[src/design/sbh_pkg.sv]
`timescale 1ns / 1ps
package sbh_pkg;
   localparam int unsigned TAP_WIDTH = 16;
   localparam int unsigned NUM_TAPS = 5;
   localparam int unsigned DISP_WIDTH = 16;
   localparam int unsigned PROB_WIDTH = 16;
   localparam int unsigned CSR_INDEX_WIDTH = 3;

   localparam logic [TAP_WIDTH-1:0] TAP_RESET [NUM_TAPS] =
      '{16'd8825, 16'd8553, 16'd7788, 16'd6661, 16'd5352};

   typedef enum logic [CSR_INDEX_WIDTH-1:0] {
      CSR_TAP_CENTER = 3'd0,
      CSR_TAP_ONE    = 3'd1,
      CSR_TAP_TWO    = 3'd2,
      CSR_TAP_THREE  = 3'd3,
      CSR_TAP_FOUR   = 3'd4
   } csr_index_type;

   typedef enum logic [2:0] {
      BK_IDLE,
      BK_CLEAR,
      BK_SMOOTH,
      BK_DIVIDE,
      BK_TOTAL,
      BK_EMIT,
      BK_EMIT_DIV,
      BK_EMIT_OUT
   } back_state_type;

   // Status that the back end reports to the front end.
   typedef struct packed {
      logic busy;
      logic clear_done;
   } back_status_type;
endpackage

[src/design/sbh_if.sv]
`timescale 1ns / 1ps
interface sbh_req_if #(parameter int unsigned DW = 16);
   logic          valid;
   logic          ready;
   logic [DW-1:0] disparity;
   logic          last_sample;
   modport source (output valid, disparity, last_sample, input ready);
   modport sink (input valid, disparity, last_sample, output ready);
endinterface


[src/design/sbh_front.sv]
`timescale 1ns / 1ps
// Accepts samples, computes the bin and queues count updates.
module sbh_front
   import sbh_pkg::*;
#(
   parameter int unsigned NUM_BINS = 64,
   parameter int unsigned COUNT_WIDTH = 20
) (
   input  logic                        clock,
   input  logic                        reset,
   sbh_req_if.sink                     req,
   input  back_status_type             status,
   input  logic                        q_pop,
   output logic                        q_valid,
   output logic                        q_counted,
   output logic [$clog2(NUM_BINS)-1:0] q_bin,
   output logic                        q_last,
   output logic [COUNT_WIDTH-1:0]      pixel_total
);
   localparam int unsigned BW = $clog2(NUM_BINS);
   localparam int unsigned QD = 4;
   localparam int unsigned QW = $clog2(QD);
   localparam logic [COUNT_WIDTH-1:0] CMAX = '1;

   logic [BW-1:0]          qb_ff [QD];
   logic                   qc_ff [QD];
   logic                   ql_ff [QD];
   logic [QW-1:0]          wp_ff, rp_ff;
   logic [QW:0]            cnt_ff, cnt_in;
   logic                   hold_ff, hold_in;
   logic [COUNT_WIDTH-1:0] pix_ff, pix_in;
   logic                   accept, pop_ok;
   logic [DISP_WIDTH+BW-1:0] prod;

   // No new samples once a set end is queued until the back end finishes.
   assign req.ready = !hold_ff && !status.busy && status.clear_done && (cnt_ff < (QW+1)'(QD));
   assign accept    = req.valid && req.ready;
   assign pop_ok    = q_pop && (cnt_ff != '0);
   assign prod      = {{BW{1'b0}}, req.disparity} << BW;

   always_comb begin
      cnt_in  = cnt_ff + (QW+1)'(accept) - (QW+1)'(pop_ok);
      hold_in = hold_ff;
      pix_in  = pix_ff;
      if (accept) begin
         if (pix_ff != CMAX) pix_in = pix_ff + 1'b1;
         if (req.last_sample) hold_in = 1'b1;
      end
      // The back end has taken the sample total with the set end.
      if (pop_ok && ql_ff[rp_ff]) begin
         hold_in = 1'b0;
         pix_in  = '0;
      end
   end

   always_ff @(posedge clock) begin
      if (reset) begin
         wp_ff   <= '0;
         rp_ff   <= '0;
         cnt_ff  <= '0;
         hold_ff <= 1'b0;
         pix_ff  <= '0;
      end else begin
         cnt_ff  <= cnt_in;
         hold_ff <= hold_in;
         pix_ff  <= pix_in;
         if (accept) wp_ff <= wp_ff + 1'b1;
         if (pop_ok) rp_ff <= rp_ff + 1'b1;
      end
      if (accept) begin
         qb_ff[wp_ff] <= prod[DISP_WIDTH-1 +: BW];
         qc_ff[wp_ff] <= !req.disparity[DISP_WIDTH-1];
         ql_ff[wp_ff] <= req.last_sample;
      end
   end

   assign q_valid     = cnt_ff != '0;
   assign q_bin       = qb_ff[rp_ff];
   assign q_counted   = qc_ff[rp_ff];
   assign q_last      = ql_ff[rp_ff];
   assign pixel_total = pix_ff;

   a_no_overflow: assert property (@(posedge clock) disable iff (reset)
      cnt_ff <= (QW+1)'(QD)) else $error("queue overflow");
   a_hold_blocks: assert property (@(posedge clock) disable iff (reset)
      hold_ff |-> !accept) else $error("sample taken after set end");
   a_pop_nonempty: assert property (@(posedge clock) disable iff (reset)
      q_pop |-> q_valid) else $error("pop from empty queue");
endmodule

[src/flat_wrapper.sv]
// flat-port wrapper written by rule: the top's interface ports become plain ports
module sbh_front_flat import sbh_pkg::*;
#(
   parameter int unsigned NUM_BINS = 64,
   parameter int unsigned COUNT_WIDTH = 20
)
  (clock, reset, status, q_pop, q_valid, q_counted, q_bin, q_last, pixel_total, req_valid, req_disparity, req_last_sample, req_ready);
  sbh_req_if req_i ();
  input  logic clock;
  input  logic reset;
  input  back_status_type status;
  input  logic q_pop;
  output logic q_valid;
  output logic q_counted;
  output logic [$clog2(NUM_BINS)-1:0] q_bin;
  output logic q_last;
  output logic [COUNT_WIDTH-1:0] pixel_total;
  input wire logic [$bits(req_i.valid)-1:0] req_valid;
  input wire logic [$bits(req_i.disparity)-1:0] req_disparity;
  input wire logic [$bits(req_i.last_sample)-1:0] req_last_sample;
  output wire logic [$bits(req_i.ready)-1:0] req_ready;
  assign req_i.valid = req_valid;
  assign req_i.disparity = req_disparity;
  assign req_i.last_sample = req_last_sample;
  assign req_ready = req_i.ready;
  sbh_front #(.NUM_BINS(NUM_BINS), .COUNT_WIDTH(COUNT_WIDTH)) u_core (.clock(clock), .reset(reset), .req(req_i), .status(status), .q_pop(q_pop), .q_valid(q_valid), .q_counted(q_counted), .q_bin(q_bin), .q_last(q_last), .pixel_total(pixel_total));
endmodule
[config.mk]
export PLATFORM = sky130hd
export DESIGN_NAME = sbh_front_flat
export DESIGN_NICKNAME = d
export VERILOG_FILES = /design/src/design/sbh_pkg.sv /design/src/design/sbh_if.sv /design/src/design/sbh_front.sv /design/src/flat_wrapper.sv
export SDC_FILE = /design/constraint.sdc
export NUM_CORES = 1
export LEC_CHECK = 0
export ABC_CLOCK_PERIOD_IN_PS = 2550
export BUFFER_PORTS_ARGS = -buffer_cell sky130_fd_sc_hd__buf_2
export CAP_MARGIN = 0
export CORE_MARGIN = 1
export CORE_UTILIZATION = 50
export DETAILED_ROUTE_END_ITERATION = 6
export PLACE_DENSITY_LB_ADDON = 0.25
export SYNTH_ARGS = -nofsm -noshare
export SYNTH_HDL_FRONTEND = slang
export SYNTH_SLANG_ARGS = --single-unit
export TNS_END_PERCENT = 30
[constraint.sdc]
create_clock -name clock -period 2.55 [get_ports clock]
set_input_delay 0.255 -clock clock [delete_from_list [all_inputs] [get_ports clock]]
set_output_delay 0.255 -clock clock [all_outputs]
set_load 0.02 [all_outputs]
==> out/metrics.cfg <==
[cts]
clock_latency_ns = 0.33
htreeDepth = 3
cts_hold_buffers = 0
cts_max_path_buffers = 2
cts_made_buffers = 9
postCtsSetupRepairBufs = 0
cts-resized-gates = 0
clock_sinks = 62
root_buffer = clkbuf_8
cts.reportedPaths.clkPinSlew_ns = 0.07
cts_tree = built

[place]
port_buffers = 43
dpl.cell_count = 345
gp_congestion = 0.769
dp_hpwl_um = 3870

[pwr]
intPower_mw = 1.76
peakVddDrop_mv = 0.377
power.share.combinational = 0.198
p_leak_nw = 1.23
power_switching_uw = 673
p_clk_frac = 0.336
power_density_mw_per_mm2 = 736
p_seq_frac = 0.465
switching_share = 0.276

[critical_path]
critical-path-slowest-cell = or4b_4
cp_max_fo = 6
critPathKind = flip-flop to flip-flop
cp-end-kind = flip-flop
start_kind = flip-flop
path_buf_inv = 3
cp_top_family = simple AND/OR/NAND/NOR gates
cp_common_cell = inv_1
cp.arrival_ns = 2.45
cp.required_ns = 2.77
crit_path_cell_trace = or4b_4 > inv_2 > nand2_1 > inv_1 > ha_1 > inv_1 > fa_1 > xor2_1 > xnor2_1 > nor2_1
slowest_delay_ns = 0.58

[cells_and_area]
fill_cells = 429
fin_nets = 317
drive_gt1_frac = 0.271
final_cells = 361
area_delta_synth_final_pct = 18.6
seqCellArea_mm2 = 0.00156
n_antenna_cell = 0
multi_input_area_mm2 = 0.00115

[die]
num_io_pins = 53
initial_core_util = 0.533
fp.dieArea_mm2 = 0.00589
coreArea_mm2 = 0.00524
dieWidth_um = 76.7
fp.dieH_um = 76.7
placementRows = 26

[sta]
setup_viol = 0
finalCritPeriodShare = 0.875
slew_viol_final = 0
worst_pin_slew_ns = 0.629
max-slew-margin-rel = 0.577
timing.fmax_mhz = 448
rsz0062_at_grt = no
setup_tns_ns = 0
clock_skew_ns = 0.00620
min_period_ns = 2.23
finalHoldViolCount = 0

[grt]
grt-ovfl-total = 0
grt_pass1_wl_um = 9270
grt_max_degree = 16
antenna_found_initial = 0
grt_pass1_vias = 1959
grtUsageTotal = 0.206

[logic_synthesis]
yosysWarnings = 0
synthArstFlopShare = 0
synth_cells = 233
synth_nets = 264
synth-edff-count = 32
ys_dominant_reg_cell = edfxtp_1
synth_cell_types = 46
synth_most_common_cell = edfxtp_1
yosysTopAreaCell = edfxtp_1
yosys-top-cells-area = edfxtp_1 (34%), dfxtp_1 (22%), mux4_2 (6.5%)
yosysTopAreaCellShare = 0.344
avgSynthCellArea_um2 = 12.0
synth_seq_cells = 62
synth_commonest_cells = edfxtp_1 (32), dfxtp_1 (30), nand2_1 (22), a21oi_1 (17), nand4_1 (11)
seq_area_frac_synth = 0.559
synth_area_mm2 = 0.00279

[worst_hold_path]
hp-class = input port to flip-flop

[drt]
post_drt_wl_per_cell_um = 15.3
dr.pass1.iters = 4
drc = 0
vias_per_cell = 5.66
wl_um = 5520
dr_total_vias = 2045
first_iter_violations = 95
ant_nets = 0

[run_status]
outcome = completed

[job]
maxCapViolCount = 0

per-stage QoR:
stage / cell area, um^2 / total power, mW / hold WS, ns / setup WS (ns) / utilization
5_1_grt: 3310 / 2.54 / 0.125 / 0.187 / 0.632
3_3_place_gp: 3120 / 1.64 / 0.473 / 0.295 / 0.596
6_report: 3310 / 2.44 / 0.136 / 0.319 / 0.632
4_1_cts: 3310 / 2.48 / 0.112 / 0.292 / 0.632
2_1_floorplan: 2790 / 1.51 / 0.354 / 0.338 / -
3_5_place_dp: 3120 / 1.65 / 0.471 / 0.280 / 0.596
registers in the layout, indices dropped and copies added (netlist names), named ones only:
register,flops
u_core.qc_ff,4
u_core.pixel_total,20
u_core.qb_ff,24
u_core.rp_ff,2
u_core.cnt_ff,3
u_core.ql_ff,4
u_core.hold_ff,1
u_core.wp_ff,2
final timing paths:
check	endpoint	cells past startpoint	slack (ns)	start
setup / recovery	u_core.cnt_ff[2]$_SDFF_PP0_	10	0.32	u_core.hold_ff$_SDFFE_PP0P_
hold / removal	u_core.qb_ff[3][0]$_DFFE_PP_	1	0.14	req_disparity[9]
setup reg to reg	u_core.cnt_ff[2]$_SDFF_PP0_	10	0.32	u_core.hold_ff$_SDFFE_PP0P_
hold reg to reg	u_core.hold_ff$_SDFFE_PP0P_	2	0.49	u_core.hold_ff$_SDFFE_PP0P_
logic make-up (layout without fill, tap and decap cells):
group                    after synthesis  count (layout)  share of synthesized area
multiplexers                          14              14                     0.0861
XOR/XNOR                               5               5                     0.0157
AO/OA/AOI/OAI                         45              45                      0.111
AND/OR/NAND/NOR                       79              79                      0.161
buffers and inverters                 20              78                     0.0282
adder cells (fa/ha/maj)                8               8                     0.0385
flip-flops                            62              62                      0.559
layout by cell type (no fill, tap or decap), drive strengths merged, types with 8 or more instances in the layout:
cell,count
mux4,8
nor2,9
buf,52
nand2,22
nand4,11
clkbuf,9
dfxtp,30
a21oi,17
inv,10
edfxtp,32
layer usage:
layer / vias up / track usage / part of all wire
li1: 1010 / - / -
met4: 0 / 0.0865 / 0.014
met5: - / 0 / 0
met2: 42 / 0.336 / 0.50
met1: 984 / 0.253 / 0.44
met3: 9 / 0.0619 / 0.045
power groups by stage:
| stage | Combinational, mW | Sequential, mW | Clock, mW |
|---|---|---|---|
| 3_5_place_dp | 0.492 | 1.16 | 0 |
| 6_report | 0.484 | 1.13 | 0.819 |
| 5_1_grt | 0.527 | 1.14 | 0.879 |
| 3_3_place_gp | 0.482 | 1.15 | 0 |
| 4_1_cts | 0.493 | 1.13 | 0.849 |
| 2_1_floorplan | 0.364 | 1.15 | 0 |
area by class of cell:
class                      count  share of cell area
sequential                    62               0.472
tap                           70              0.0265
multi-input combinational    151               0.348
inverter                      10              0.0113
timing repair buffer          52              0.0854
clock buffer                   9              0.0374
clock inverter                 7              0.0197
No activity file was read; power rests on OpenSTA's default activity.
