`src/design/sbh_pkg.sv`:
```
`timescale 1ns / 1ps
package sbh_pkg;
   localparam int unsigned TAP_WIDTH = 16;
   localparam int unsigned NUM_TAPS = 5;
   localparam int unsigned DISP_WIDTH = 16;
   localparam int unsigned PROB_WIDTH = 16;
   localparam int unsigned CSR_INDEX_WIDTH = 3;

   localparam logic [TAP_WIDTH-1:0] TAP_RESET [NUM_TAPS] =
      '{16'd8825, 16'd8553, 16'd7788, 16'd6661, 16'd5352};

   typedef enum logic [CSR_INDEX_WIDTH-1:0] {
      CSR_TAP_CENTER = 3'd0,
      CSR_TAP_ONE    = 3'd1,
      CSR_TAP_TWO    = 3'd2,
      CSR_TAP_THREE  = 3'd3,
      CSR_TAP_FOUR   = 3'd4
   } csr_index_type;

   typedef enum logic [2:0] {
      BK_IDLE,
      BK_CLEAR,
      BK_SMOOTH,
      BK_DIVIDE,
      BK_TOTAL,
      BK_EMIT,
      BK_EMIT_DIV,
      BK_EMIT_OUT
   } back_state_type;

   // Status that the back end reports to the front end.
   typedef struct packed {
      logic busy;
      logic clear_done;
   } back_status_type;
endpackage

```
`src/design/sbh_if.sv`:
```


interface sbh_rsp_if #(parameter int unsigned IW = 6, parameter int unsigned CW = 20);
   logic          valid;
   logic          ready;
   logic [IW-1:0] bin_index;
   logic [CW-1:0] smoothed_count;
   logic [15:0]   probability;
   logic [CW-1:0] smoothed_total;
   logic [CW-1:0] sample_total;
   logic          last_bin;
   modport source (output valid, bin_index, smoothed_count, probability, smoothed_total,
                   sample_total, last_bin, input ready);
   modport sink (input valid, bin_index, smoothed_count, probability, smoothed_total,
                 sample_total, last_bin, output ready);
endinterface

```
`src/design/sbh_divider.sv`:
```
`timescale 1ns / 1ps
// Restoring divider, one quotient bit per cycle.
module sbh_divider
   import sbh_pkg::*;
#(
   parameter int unsigned NW = 56,
   parameter int unsigned DW = 36
) (
   input  logic          clock,
   input  logic          reset,
   input  logic          start,
   input  logic [NW-1:0] numer,
   input  logic [DW-1:0] denom,
   output logic          done,
   output logic [NW-1:0] quot,
   output logic [DW-1:0] rem
);
   localparam int unsigned CNT_W = $clog2(NW + 1);

   logic [NW-1:0]    quot_ff, quot_in;
   logic [DW:0]      rem_ff, rem_in;
   logic [DW-1:0]    den_ff, den_in;
   logic [CNT_W-1:0] cnt_ff, cnt_in;
   logic             busy_ff, busy_in;
   logic             done_ff, done_in;
   logic [DW:0]      trial;

   always_comb begin
      quot_in = quot_ff;
      rem_in  = rem_ff;
      den_in  = den_ff;
      cnt_in  = cnt_ff;
      busy_in = busy_ff;
      done_in = 1'b0;
      trial   = {rem_ff[DW-1:0], quot_ff[NW-1]};
      if (start) begin
         quot_in = numer;
         rem_in  = '0;
         den_in  = denom;
         cnt_in  = CNT_W'(NW);
         busy_in = 1'b1;
      end else if (busy_ff) begin
         if (trial >= {1'b0, den_ff}) begin
            rem_in  = trial - {1'b0, den_ff};
            quot_in = {quot_ff[NW-2:0], 1'b1};
         end else begin
            rem_in  = trial;
            quot_in = {quot_ff[NW-2:0], 1'b0};
         end
         cnt_in = cnt_ff - 1'b1;
         if (cnt_ff == CNT_W'(1)) begin
            busy_in = 1'b0;
            done_in = 1'b1;
         end
      end
   end

   always_ff @(posedge clock) begin
      if (reset) begin
         busy_ff <= 1'b0;
         done_ff <= 1'b0;
         cnt_ff  <= '0;
      end else begin
         busy_ff <= busy_in;
         done_ff <= done_in;
         cnt_ff  <= cnt_in;
      end
      quot_ff <= quot_in;
      rem_ff  <= rem_in;
      den_ff  <= den_in;
   end

   assign done = done_ff;
   assign quot = quot_ff;
   assign rem  = rem_ff[DW-1:0];

   a_done_not_busy: assert property (@(posedge clock) disable iff (reset)
      done_ff |-> !busy_ff) else $error("divider done while busy");
   a_start_busy: assert property (@(posedge clock) disable iff (reset)
      start |=> busy_ff) else $error("divider did not start");
   a_busy_cnt: assert property (@(posedge clock) disable iff (reset)
      busy_ff |-> cnt_ff != '0) else $error("divider busy with zero count");
endmodule

```
`src/design/sbh_back.sv`:
```
`timescale 1ns / 1ps
// Counts bins, and at set end smooths, totals, emits one result per bin and clears the counts.
module sbh_back
   import sbh_pkg::*;
#(
   parameter int unsigned NUM_BINS = 64,
   parameter int unsigned FILTER_RADIUS = 4,
   parameter int unsigned COUNT_WIDTH = 20
) (
   input  logic                        clock,
   input  logic                        reset,
   input  logic [TAP_WIDTH-1:0]        taps [NUM_TAPS],
   input  logic                        q_valid,
   input  logic                        q_counted,
   input  logic [$clog2(NUM_BINS)-1:0] q_bin,
   input  logic                        q_last,
   output logic                        q_pop,
   input  logic [COUNT_WIDTH-1:0]      pixel_total,
   output back_status_type             status,
   sbh_rsp_if.source                   rsp
);
   localparam int unsigned BW  = $clog2(NUM_BINS);
   localparam int unsigned TW  = $clog2(2*FILTER_RADIUS + 1);
   localparam int unsigned WW  = TAP_WIDTH + 4;
   localparam int unsigned VW  = TAP_WIDTH + COUNT_WIDTH + 4;
   localparam int unsigned NW  = (VW > COUNT_WIDTH + 16) ? VW : COUNT_WIDTH + 16;
   localparam int unsigned DVW = (WW > COUNT_WIDTH) ? WW : COUNT_WIDTH;
   localparam logic [COUNT_WIDTH-1:0] CMAX = '1;
   localparam logic [BW-1:0] LAST_BIN = BW'(NUM_BINS - 1);

   logic [COUNT_WIDTH-1:0] cnt_mem [NUM_BINS];
   logic [COUNT_WIDTH-1:0] sm_mem [NUM_BINS];

   back_state_type st_ff, st_in;
   logic [BW-1:0]  bin_ff, bin_in;
   logic [TW-1:0]  tap_ff, tap_in;
   logic [VW-1:0]  v_ff, v_in;
   logic [WW-1:0]  w_ff, w_in;
   logic [COUNT_WIDTH-1:0] tot_ff, tot_in;
   logic [COUNT_WIDTH-1:0] sm_rd_ff, cnt_rd_ff;
   logic           rd_ok_ff, rd_ok_in;
   logic [TAP_WIDTH-1:0] rd_tap_ff, rd_tap_in;
   logic           clr_done_ff, clr_done_in;
   logic           upd_ff;
   logic [BW-1:0]  upd_bin_ff;
   logic [COUNT_WIDTH-1:0] upd_val;
   logic           ov_ff;
   logic [BW-1:0]  ob_ff;
   logic [COUNT_WIDTH-1:0] os_ff, ot_ff, opx_ff;
   logic [PROB_WIDTH-1:0]  op_ff;
   logic           ol_ff;
   logic [COUNT_WIDTH-1:0] px_ff, px_in;
   logic           load_out;

   logic           cnt_we, sm_we;
   logic [BW-1:0]  cnt_wa, cnt_ra, sm_ra;
   logic [COUNT_WIDTH-1:0] cnt_wd, sm_wd;

   logic [BW:0]    j_wide;
   logic           j_ok;
   logic [TW-1:0]  tap_dist;

   logic           dv_start, dv_done;
   logic [NW-1:0]  dv_num, dv_q;
   logic [DVW-1:0] dv_den, dv_r;
   logic [DVW:0]   twice_r;
   logic [NW-1:0]  q_rnd;

   sbh_divider #(.NW(NW), .DW(DVW)) u_div (
      .clock, .reset, .start(dv_start), .numer(dv_num), .denom(dv_den),
      .done(dv_done), .quot(dv_q), .rem(dv_r)
   );

   // Neighbor at offset tap_ff - R of bin_ff.
   assign j_wide = {1'b0, bin_ff} + (BW+1)'(tap_ff) - (BW+1)'(FILTER_RADIUS);
   assign j_ok   = (({1'b0, bin_ff} + (BW+1)'(tap_ff)) >= (BW+1)'(FILTER_RADIUS)) &&
                   (j_wide < (BW+1)'(NUM_BINS));
   assign tap_dist = (tap_ff >= TW'(FILTER_RADIUS)) ? tap_ff - TW'(FILTER_RADIUS)
                                                    : TW'(FILTER_RADIUS) - tap_ff;
   assign twice_r = {dv_r, 1'b0};
   assign upd_val = (cnt_rd_ff == CMAX) ? CMAX : cnt_rd_ff + 1'b1;

   always_comb begin
      st_in       = st_ff;
      bin_in      = bin_ff;
      tap_in      = tap_ff;
      v_in        = v_ff;
      w_in        = w_ff;
      tot_in      = tot_ff;
      rd_ok_in    = 1'b0;
      rd_tap_in   = (32'(tap_dist) < NUM_TAPS) ? taps[3'(tap_dist)] : '0;
      clr_done_in = clr_done_ff;
      px_in       = px_ff;
      q_pop       = 1'b0;
      cnt_we      = 1'b0;
      cnt_wa      = bin_ff;
      cnt_wd      = '0;
      cnt_ra      = q_bin;
      sm_we       = 1'b0;
      sm_wd       = '0;
      sm_ra       = bin_ff;
      dv_start    = 1'b0;
      dv_num      = NW'(v_ff);
      dv_den      = DVW'(w_ff);
      load_out    = 1'b0;
      q_rnd       = dv_q;
      if (twice_r > {1'b0, dv_den} || (twice_r == {1'b0, dv_den} && dv_q[0]))
         q_rnd = dv_q + 1'b1;
      unique case (st_ff)
         BK_IDLE: begin
            // Increment pipeline: read now, write next cycle; stall on a hazard.
            if (q_valid && !(upd_ff && upd_bin_ff == q_bin)) begin
               q_pop = 1'b1;
               if (q_last) begin
                  st_in  = BK_SMOOTH;
                  px_in  = pixel_total;
                  bin_in = '0;
                  tap_in = '0;
                  v_in   = '0;
                  w_in   = '0;
                  tot_in = '0;
               end
            end
         end
         BK_CLEAR: begin
            cnt_we = 1'b1;
            cnt_wa = bin_ff;
            bin_in = bin_ff + 1'b1;
            if (bin_ff == LAST_BIN) begin
               st_in       = BK_IDLE;
               clr_done_in = 1'b1;
               bin_in      = '0;
            end
         end
         BK_SMOOTH: begin
            // One tap per cycle while no count update is pending; the count used
            // was read in the previous cycle. The extra step after the last tap folds
            // in its product and starts the divide.
            cnt_ra = BW'(j_wide);
            if (rd_ok_ff) begin
               v_in = v_ff + VW'(rd_tap_ff) * VW'(cnt_rd_ff);
               w_in = w_ff + WW'(rd_tap_ff);
            end
            if (tap_ff == TW'(2*FILTER_RADIUS + 1)) begin
               dv_start = 1'b1;
               dv_num   = NW'(v_in);
               dv_den   = DVW'(w_in);
               st_in    = BK_DIVIDE;
            end else if (!upd_ff) begin
               rd_ok_in = j_ok && (32'(tap_dist) < NUM_TAPS);
               tap_in   = tap_ff + 1'b1;
            end
         end
         BK_DIVIDE: begin
            if (dv_done) begin
               sm_we = 1'b1;
               if (w_ff == '0) sm_wd = '0;
               else if (q_rnd > NW'(CMAX)) sm_wd = CMAX;
               else sm_wd = COUNT_WIDTH'(q_rnd);
               tot_in = ((COUNT_WIDTH+1)'(tot_ff) + (COUNT_WIDTH+1)'(sm_wd) >
                         (COUNT_WIDTH+1)'(CMAX)) ? CMAX : tot_ff + sm_wd;
               v_in   = '0;
               w_in   = '0;
               tap_in = '0;
               if (bin_ff == LAST_BIN) begin
                  st_in  = BK_TOTAL;
                  bin_in = '0;
               end else begin
                  st_in  = BK_SMOOTH;
                  bin_in = bin_ff + 1'b1;
               end
            end
         end
         BK_TOTAL: begin
            sm_ra = '0;
            st_in = BK_EMIT;
         end
         BK_EMIT: begin
            // sm_rd_ff holds the smoothed count of bin_ff.
            if (tot_ff == '0) begin
               st_in = BK_EMIT_OUT;
            end else begin
               dv_start = 1'b1;
               dv_num   = NW'({sm_rd_ff, 16'h0000});
               dv_den   = DVW'(tot_ff);
               st_in    = BK_EMIT_DIV;
            end
         end
         BK_EMIT_DIV: begin
            dv_num = '0;
            dv_den = DVW'(tot_ff);
            if (dv_done) st_in = BK_EMIT_OUT;
         end
         BK_EMIT_OUT: begin
            if (!ov_ff || rsp.ready) begin
               load_out = 1'b1;
               sm_ra    = bin_ff + 1'b1;
               if (bin_ff == LAST_BIN) begin
                  st_in       = BK_CLEAR;
                  bin_in      = '0;
                  clr_done_in = 1'b0;
               end else begin
                  st_in  = BK_EMIT;
                  bin_in = bin_ff + 1'b1;
               end
            end
         end
         default: st_in = BK_IDLE;
      endcase
   end

   always_ff @(posedge clock) begin
      if (reset) begin
         st_ff       <= BK_CLEAR;
         bin_ff      <= '0;
         tap_ff      <= '0;
         rd_ok_ff    <= 1'b0;
         clr_done_ff <= 1'b0;
         upd_ff      <= 1'b0;
         ov_ff       <= 1'b0;
      end else begin
         st_ff       <= st_in;
         bin_ff      <= bin_in;
         tap_ff      <= tap_in;
         rd_ok_ff    <= rd_ok_in;
         clr_done_ff <= clr_done_in;
         upd_ff      <= q_pop && q_counted;
         if (load_out) ov_ff <= 1'b1;
         else if (rsp.ready) ov_ff <= 1'b0;
      end
      v_ff       <= v_in;
      w_ff       <= w_in;
      tot_ff     <= tot_in;
      px_ff      <= px_in;
      rd_tap_ff  <= rd_tap_in;
      upd_bin_ff <= q_bin;
      cnt_rd_ff  <= cnt_mem[cnt_ra];
      sm_rd_ff   <= sm_mem[sm_ra];
      if (cnt_we) cnt_mem[cnt_wa] <= cnt_wd;
      else if (upd_ff) cnt_mem[upd_bin_ff] <= upd_val;
      if (sm_we) sm_mem[bin_ff] <= sm_wd;
      if (load_out) begin
         ob_ff  <= bin_ff;
         os_ff  <= sm_rd_ff;
         op_ff  <= (tot_ff == '0) ? '0 :
                   (dv_q > NW'(16'hFFFF)) ? 16'hFFFF : PROB_WIDTH'(dv_q);
         ot_ff  <= tot_ff;
         opx_ff <= px_ff;
         ol_ff  <= (bin_ff == LAST_BIN);
      end
   end

   // Status for the front end.
   always_comb begin
      status.busy       = (st_ff != BK_IDLE);
      status.clear_done = clr_done_ff;
   end

   assign rsp.valid          = ov_ff;
   assign rsp.bin_index      = ob_ff;
   assign rsp.smoothed_count = os_ff;
   assign rsp.probability    = op_ff;
   assign rsp.smoothed_total = ot_ff;
   assign rsp.sample_total   = opx_ff;
   assign rsp.last_bin       = ol_ff;

   a_hold_out: assert property (@(posedge clock) disable iff (reset)
      ov_ff && !rsp.ready |=> ov_ff) else $error("result dropped");
   a_pop_idle: assert property (@(posedge clock) disable iff (reset)
      q_pop |-> st_ff == BK_IDLE) else $error("queue popped while busy");
   a_load_free: assert property (@(posedge clock) disable iff (reset)
      load_out |-> (!ov_ff || rsp.ready)) else $error("result overwritten");
endmodule

```
`src/flat_wrapper.sv`:
```
// flat-port wrapper written by rule: the top's interface ports become plain ports
module sbh_back_flat import sbh_pkg::*;
#(
   parameter int unsigned NUM_BINS = 64,
   parameter int unsigned FILTER_RADIUS = 4,
   parameter int unsigned COUNT_WIDTH = 20
)
  (clock, reset, taps, q_valid, q_counted, q_bin, q_last, q_pop, pixel_total, status, rsp_valid, rsp_bin_index, rsp_smoothed_count, rsp_probability, rsp_smoothed_total, rsp_sample_total, rsp_last_bin, rsp_ready);
  sbh_rsp_if rsp_i ();
  input  logic clock;
  input  logic reset;
  input  logic [TAP_WIDTH-1:0] taps[NUM_TAPS];
  input  logic q_valid;
  input  logic q_counted;
  input  logic [$clog2(NUM_BINS)-1:0] q_bin;
  input  logic q_last;
  output logic q_pop;
  input  logic [COUNT_WIDTH-1:0] pixel_total;
  output back_status_type status;
  output wire logic [$bits(rsp_i.valid)-1:0] rsp_valid;
  output wire logic [$bits(rsp_i.bin_index)-1:0] rsp_bin_index;
  output wire logic [$bits(rsp_i.smoothed_count)-1:0] rsp_smoothed_count;
  output wire logic [$bits(rsp_i.probability)-1:0] rsp_probability;
  output wire logic [$bits(rsp_i.smoothed_total)-1:0] rsp_smoothed_total;
  output wire logic [$bits(rsp_i.sample_total)-1:0] rsp_sample_total;
  output wire logic [$bits(rsp_i.last_bin)-1:0] rsp_last_bin;
  input wire logic [$bits(rsp_i.ready)-1:0] rsp_ready;
  assign rsp_valid = rsp_i.valid;
  assign rsp_bin_index = rsp_i.bin_index;
  assign rsp_smoothed_count = rsp_i.smoothed_count;
  assign rsp_probability = rsp_i.probability;
  assign rsp_smoothed_total = rsp_i.smoothed_total;
  assign rsp_sample_total = rsp_i.sample_total;
  assign rsp_last_bin = rsp_i.last_bin;
  assign rsp_i.ready = rsp_ready;
  sbh_back #(.NUM_BINS(NUM_BINS), .FILTER_RADIUS(FILTER_RADIUS), .COUNT_WIDTH(COUNT_WIDTH)) u_core (.clock(clock), .reset(reset), .taps(taps), .q_valid(q_valid), .q_counted(q_counted), .q_bin(q_bin), .q_last(q_last), .q_pop(q_pop), .pixel_total(pixel_total), .status(status), .rsp(rsp_i));
endmodule
```
`config.mk`:
```
export PLATFORM = sky130hd
export DESIGN_NAME = sbh_back_flat
export DESIGN_NICKNAME = d
export VERILOG_FILES = /design/src/design/sbh_pkg.sv /design/src/design/sbh_if.sv /design/src/design/sbh_divider.sv /design/src/design/sbh_back.sv /design/src/flat_wrapper.sv
export SDC_FILE = /design/constraint.sdc
export NUM_CORES = 2
export LEC_CHECK = 0
export BUFFER_PORTS_ARGS = -buffer_cell sky130_fd_sc_hd__clkbuf_2
export CAP_MARGIN = 30
export CORE_MARGIN = 2
export CORE_UTILIZATION = 54
export CTS_BUF_LIST = sky130_fd_sc_hd__clkbuf_16
export CTS_CLUSTER_DIAMETER = 100
export CTS_CLUSTER_SIZE = 14
export DETAILED_ROUTE_END_ITERATION = 16
export GPL_TIMING_DRIVEN = 1
export HOLD_SLACK_MARGIN = 0.15
export PLACE_DENSITY = 0.7
export RECOVER_POWER = 25
export SETUP_SLACK_MARGIN = 0.3
export SKIP_CTS_REPAIR_TIMING = 1
export SYNTH_ARGS = -nofsm -noshare
export SYNTH_HDL_FRONTEND = slang
export SYNTH_HIERARCHICAL = 1
export SYNTH_SLANG_ARGS = --single-unit
export TNS_END_PERCENT = 5
```
`constraint.sdc`:
```
create_clock -name clock -period 9.6 [get_ports clock]
set_input_delay 0.48 -clock clock [delete_from_list [all_inputs] [get_ports clock]]
set_output_delay 0.48 -clock clock [all_outputs]
set_load 0.02 [all_outputs]
```
==> impl_metrics.tcl <==
set metrics [dict create \
    outcome "finished with violations" \
    violations "capacitance limit, slew limit" \
    first_pass_iters 7 \
    synth_cell_types 93 \
    cts_tree "built" \
    post-dp-hpwl_mm 206 \
    synth-compound-area-share 0.0643 \
    grt_max_degree 196 \
    setup_viol 0 \
    synth_area_mm2 0.131 \
    clk_pin_slew_worst_paths_ns 0.07 \
    grt_pass1_wl_mm 513 \
    ff2ff_setup_slack_ns 1.80 \
    clockBufferDepth 3 \
    maxCapViolations 34 \
    finClkSkew_ns 0.120 \
    drt_iter0_drc 9633 \
    min_path_cells 4 \
    synth-adder-area-share 0.0636 \
    synth_ff_type "edfxtp_1" \
    vias_per_cell 6.33 \
    finalNonFillerCells 12800 \
    start_kind "flip-flop" \
    synth_edf_count 2803 \
    synth_nets 9951 \
    crit_required_ns 10.18 \
    report.final.slew_viol_count 780 \
    cts_num_sinks 2910 \
    drtAntennaViolNets 0 \
    nFillCells 18200 \
    ys_warn_count 6 \
    r2r_end "u_core/u_div/quot[39]" \
    pwr_density_cell_mw_per_mm2 347 \
    r2r_start "u_core/rd_tap_ff[4]" \
    leakagePower_nw 49.1 \
    place.port_buffers 198 \
    hold_viol_final 0 \
    crit_path_end_kind "flip-flop" \
    start_util 0.541 \
    fp.dieW_um 497 \
    drc 0 \
    dp_cells 12400 \
    tns_ns 0 \
    synth_top_family_by_area "simple AND/OR/NAND/NOR gates" \
    area_growth_pct 9.39 \
    avgSynthCellArea_um2 14.0 \
    ir_drop_v 0.00174 \
    grt_setup_unrepaired "no" \
    die_h_um 497 \
    clockRootBuffer "clkbuf_16" \
    drt_wl_total_mm 347 \
    synth_mux_area_frac 0.0650 \
    num_io_pins 199 \
    synthArstFlopShare 0 \
    insertion_delay_ns 0.95 \
    dieArea_mm2 0.247 \
    whs_endpoint "u_core/rd_tap_ff[9]" \
    critical_path_class "reg -> reg" \
    groute.usage.overall 0.276 \
    grt_antenna_before_repair 12 \
    numCtsBuffers 228 \
    grt_overflow_total 0 \
    finalHoldWorstSlack_ns 0.190 \
    core_area_mm2 0.243 \
    wire_per_inst_um 27.1 \
    clock.fmax_mhz 128 \
    cts_max_level 4 \
    reg2regPathDepth 22 \
    ys_seq_area_frac 0.657 \
    hold_class "in -> reg" \
    gp_congestion 0.925 \
    grt_pass1_vias 79000 \
    fin_crit_sh 0.812 \
    slew_headroom -1.71 \
    synth_xor_area_frac 0.00867 \
    synth-simple-area-share 0.108 \
    synthCells 9346 \
    vias 81100 \
    tightest_slew_ns 4.07 \
    layout-drive-gt1-share 0.119 \
    rows 181 \
    min-delay-start "taps[73]" \
    ys_ff_latch 2910 \
    period_minus_slack_ns 7.80 \
    arrival_ns 8.38 \
    finalNetCount 10100 \
    critPathMaxFanout 16 \
]
## cell type report
class | instances | area (um^2) | share of cell area
repair buffers | 521 | 3620 | 0.0252
diodes | 7 | 17.5 | 0.000122
clock buffers | 229 | 5730 | 0.0399
multi-input cells | 5424 | 41600 | 0.289
well taps | 3202 | 4010 | 0.0279
flip-flops and latches | 2910 | 86300 | 0.601
inverters | 429 | 1610 | 0.0112
clock inverters | 95 | 797 | 0.00555
## worst max-delay path by stage
stage | from | endpoint | slack, ns
after floorplan | u_core/cnt_rd_ff[14] | u_core/u_div/quot[38] | 2.80
after global placement | u_core/rd_tap_ff[6] | u_core/u_div/quot[38] | 1.89
after detailed placement | u_core/rd_tap_ff[4] | u_core/u_div/quot[39] | 1.91
after CTS | u_core/rd_tap_ff[7] | u_core/u_div/quot[38] | 1.81
after global routing | u_core/rd_tap_ff[4] | u_core/u_div/quot[39] | 1.36
final | u_core/rd_tap_ff[4] | u_core/u_div/quot[39] | 1.80
## per-stage QoR
step / power, mW / setup WS, ns / util / cell area [um^2]
global route: 53.2 / 1.36 / 0.592 / 144000
detailed placement: 41.1 / 1.91 / 0.565 / 137000
CTS: 49.8 / 1.81 / 0.591 / 143000
global placement: 40.9 / 1.89 / 0.563 / 137000
floorplan: 34.3 / 2.80 / - / 131000
finish: 49.8 / 1.80 / 0.592 / 144000
## critical path, stage by stage, from the launching register on
cell and delay [ns]:
dfxtp_1 0.94, buf_4 0.29, nand2_1 0.09, fa_1 0.57, inv_1 0.05, fa_1 0.47
inv_1 0.05, fa_1 0.47, fa_1 0.45, fa_1 0.48, fa_1 0.53, inv_1 0.05
ha_1 0.41, and4_1 0.32, nand2_1 0.10, a211oi_1 0.58, o21ai_1 0.29, o21bai_1 0.41
a211o_1 0.20, o211ai_1 0.13, a21oi_1 0.18, o21ai_0 0.11, mux2_2 0.27
## layout by cell type (no fill, tap or decap), types with 24 or more instances in the layout
cell / Yosys / routed
and3_1: 140 / 140
nand3_1: 543 / 543
nand4_1: 30 / 30
dlygate4sd3_1: 0 / 55
o21ai_0: 126 / 126
xor2_1: 68 / 68
fa_1: 290 / 290
mux2i_1: 44 / 42
mux2_2: 46 / 46
nand2_1: 1743 / 1742
xnor2_1: 62 / 62
and2_1: 202 / 200
clkbuf_1: 340 / 167
a22oi_1: 47 / 46
edfxtp_1: 2803 / 2803
nor3_1: 38 / 36
inv_1: 427 / 502
mux4_2: 336 / 336
a21oi_1: 220 / 178
ha_1: 203 / 203
nor2_2: 1 / 98
a21oi_4: 0 / 40
or3_1: 34 / 34
buf_4: 55 / 149
dfxtp_1: 107 / 106
clkbuf_16: 0 / 229
nor2_1: 331 / 222
o21a_1: 32 / 31
clkbuf_2: 0 / 105
a31oi_1: 98 / 97
a21o_1: 39 / 39
a311oi_1: 290 / 290
a221o_1: 24 / 24
a211oi_1: 162 / 161
o31ai_1: 26 / 26
## sequential cells by signal, summed over array words and instances, names as in the netlist, 40 cells and up
register / flops
u_core/sm_mem: 1280
u_core/v_ff: 40
u_core/u_div/quot: 40
u_core/cnt_mem: 1280
## layer usage
layer / track usage / share of wire / up-vias / wire [um]
met5: 0 / 0.000098 / - / 34
met4: 0.111 / 0.044 / 6 / 15200
met3: 0.0477 / 0.094 / 637 / 32700
met2: 0.435 / 0.47 / 4184 / 163000
met1: 0.385 / 0.39 / 41300 / 136000
li1: - / - / 34900 / -
## kinds of logic after synthesis
group                      after synthesis
and+or+nand+nor                       3186
DFF                                   2910
AOI/OAI and AO/OA                     1188
buffers and inverters                 1012
adders and majority gates              493
muxes                                  427
xor gates and xnor gates               130
## Yosys cell counts, drive strengths merged (10+ instances only)
cell type | count | area share
edfxtp | 2803 | 0.64
nand2 | 1745 | 0.050
nand3 | 552 | 0.021
inv | 429 | 0.012
clkbuf | 340 | 0.0097
mux4 | 336 | 0.058
nor2 | 333 | 0.0096
a311oi | 290 | 0.019
fa | 290 | 0.044
buf | 243 | 0.011
a21oi | 222 | 0.0085
and2 | 204 | 0.0097
ha | 203 | 0.019
a211oi | 162 | 0.0093
o21ai | 143 | 0.0056
and3 | 140 | 0.0067
dfxtp | 107 | 0.016
a31oi | 98 | 0.0047
xor2 | 68 | 0.0045
xnor2 | 62 | 0.0041
a22oi | 48 | 0.0028
mux2 | 46 | 0.0039
mux2i | 45 | 0.0035
a21o | 39 | 0.0022
nor3 | 39 | 0.0015
or3 | 34 | 0.0016
o21a | 32 | 0.0018
nand4 | 31 | 0.0015
o31ai | 26 | 0.0015
a221o | 24 | 0.0018
nand2b | 21 | 0.0010
nor2b | 21 | 0.0010
nor4 | 21 | 0.0011
a22o | 19 | 0.0013
nand3b | 13 | 0.00074
o211ai | 12 | 0.00069
o21bai | 12 | 0.00069
or2 | 10 | 0.00048
## power by group
part	leakage [nW]	internal, mW	switching, mW
sequential	27.8	14.1	0.487
combinational	17.9	10.1	16.5
clock	3.43	4.32	4.33
(Power assumes the default switching activity.)
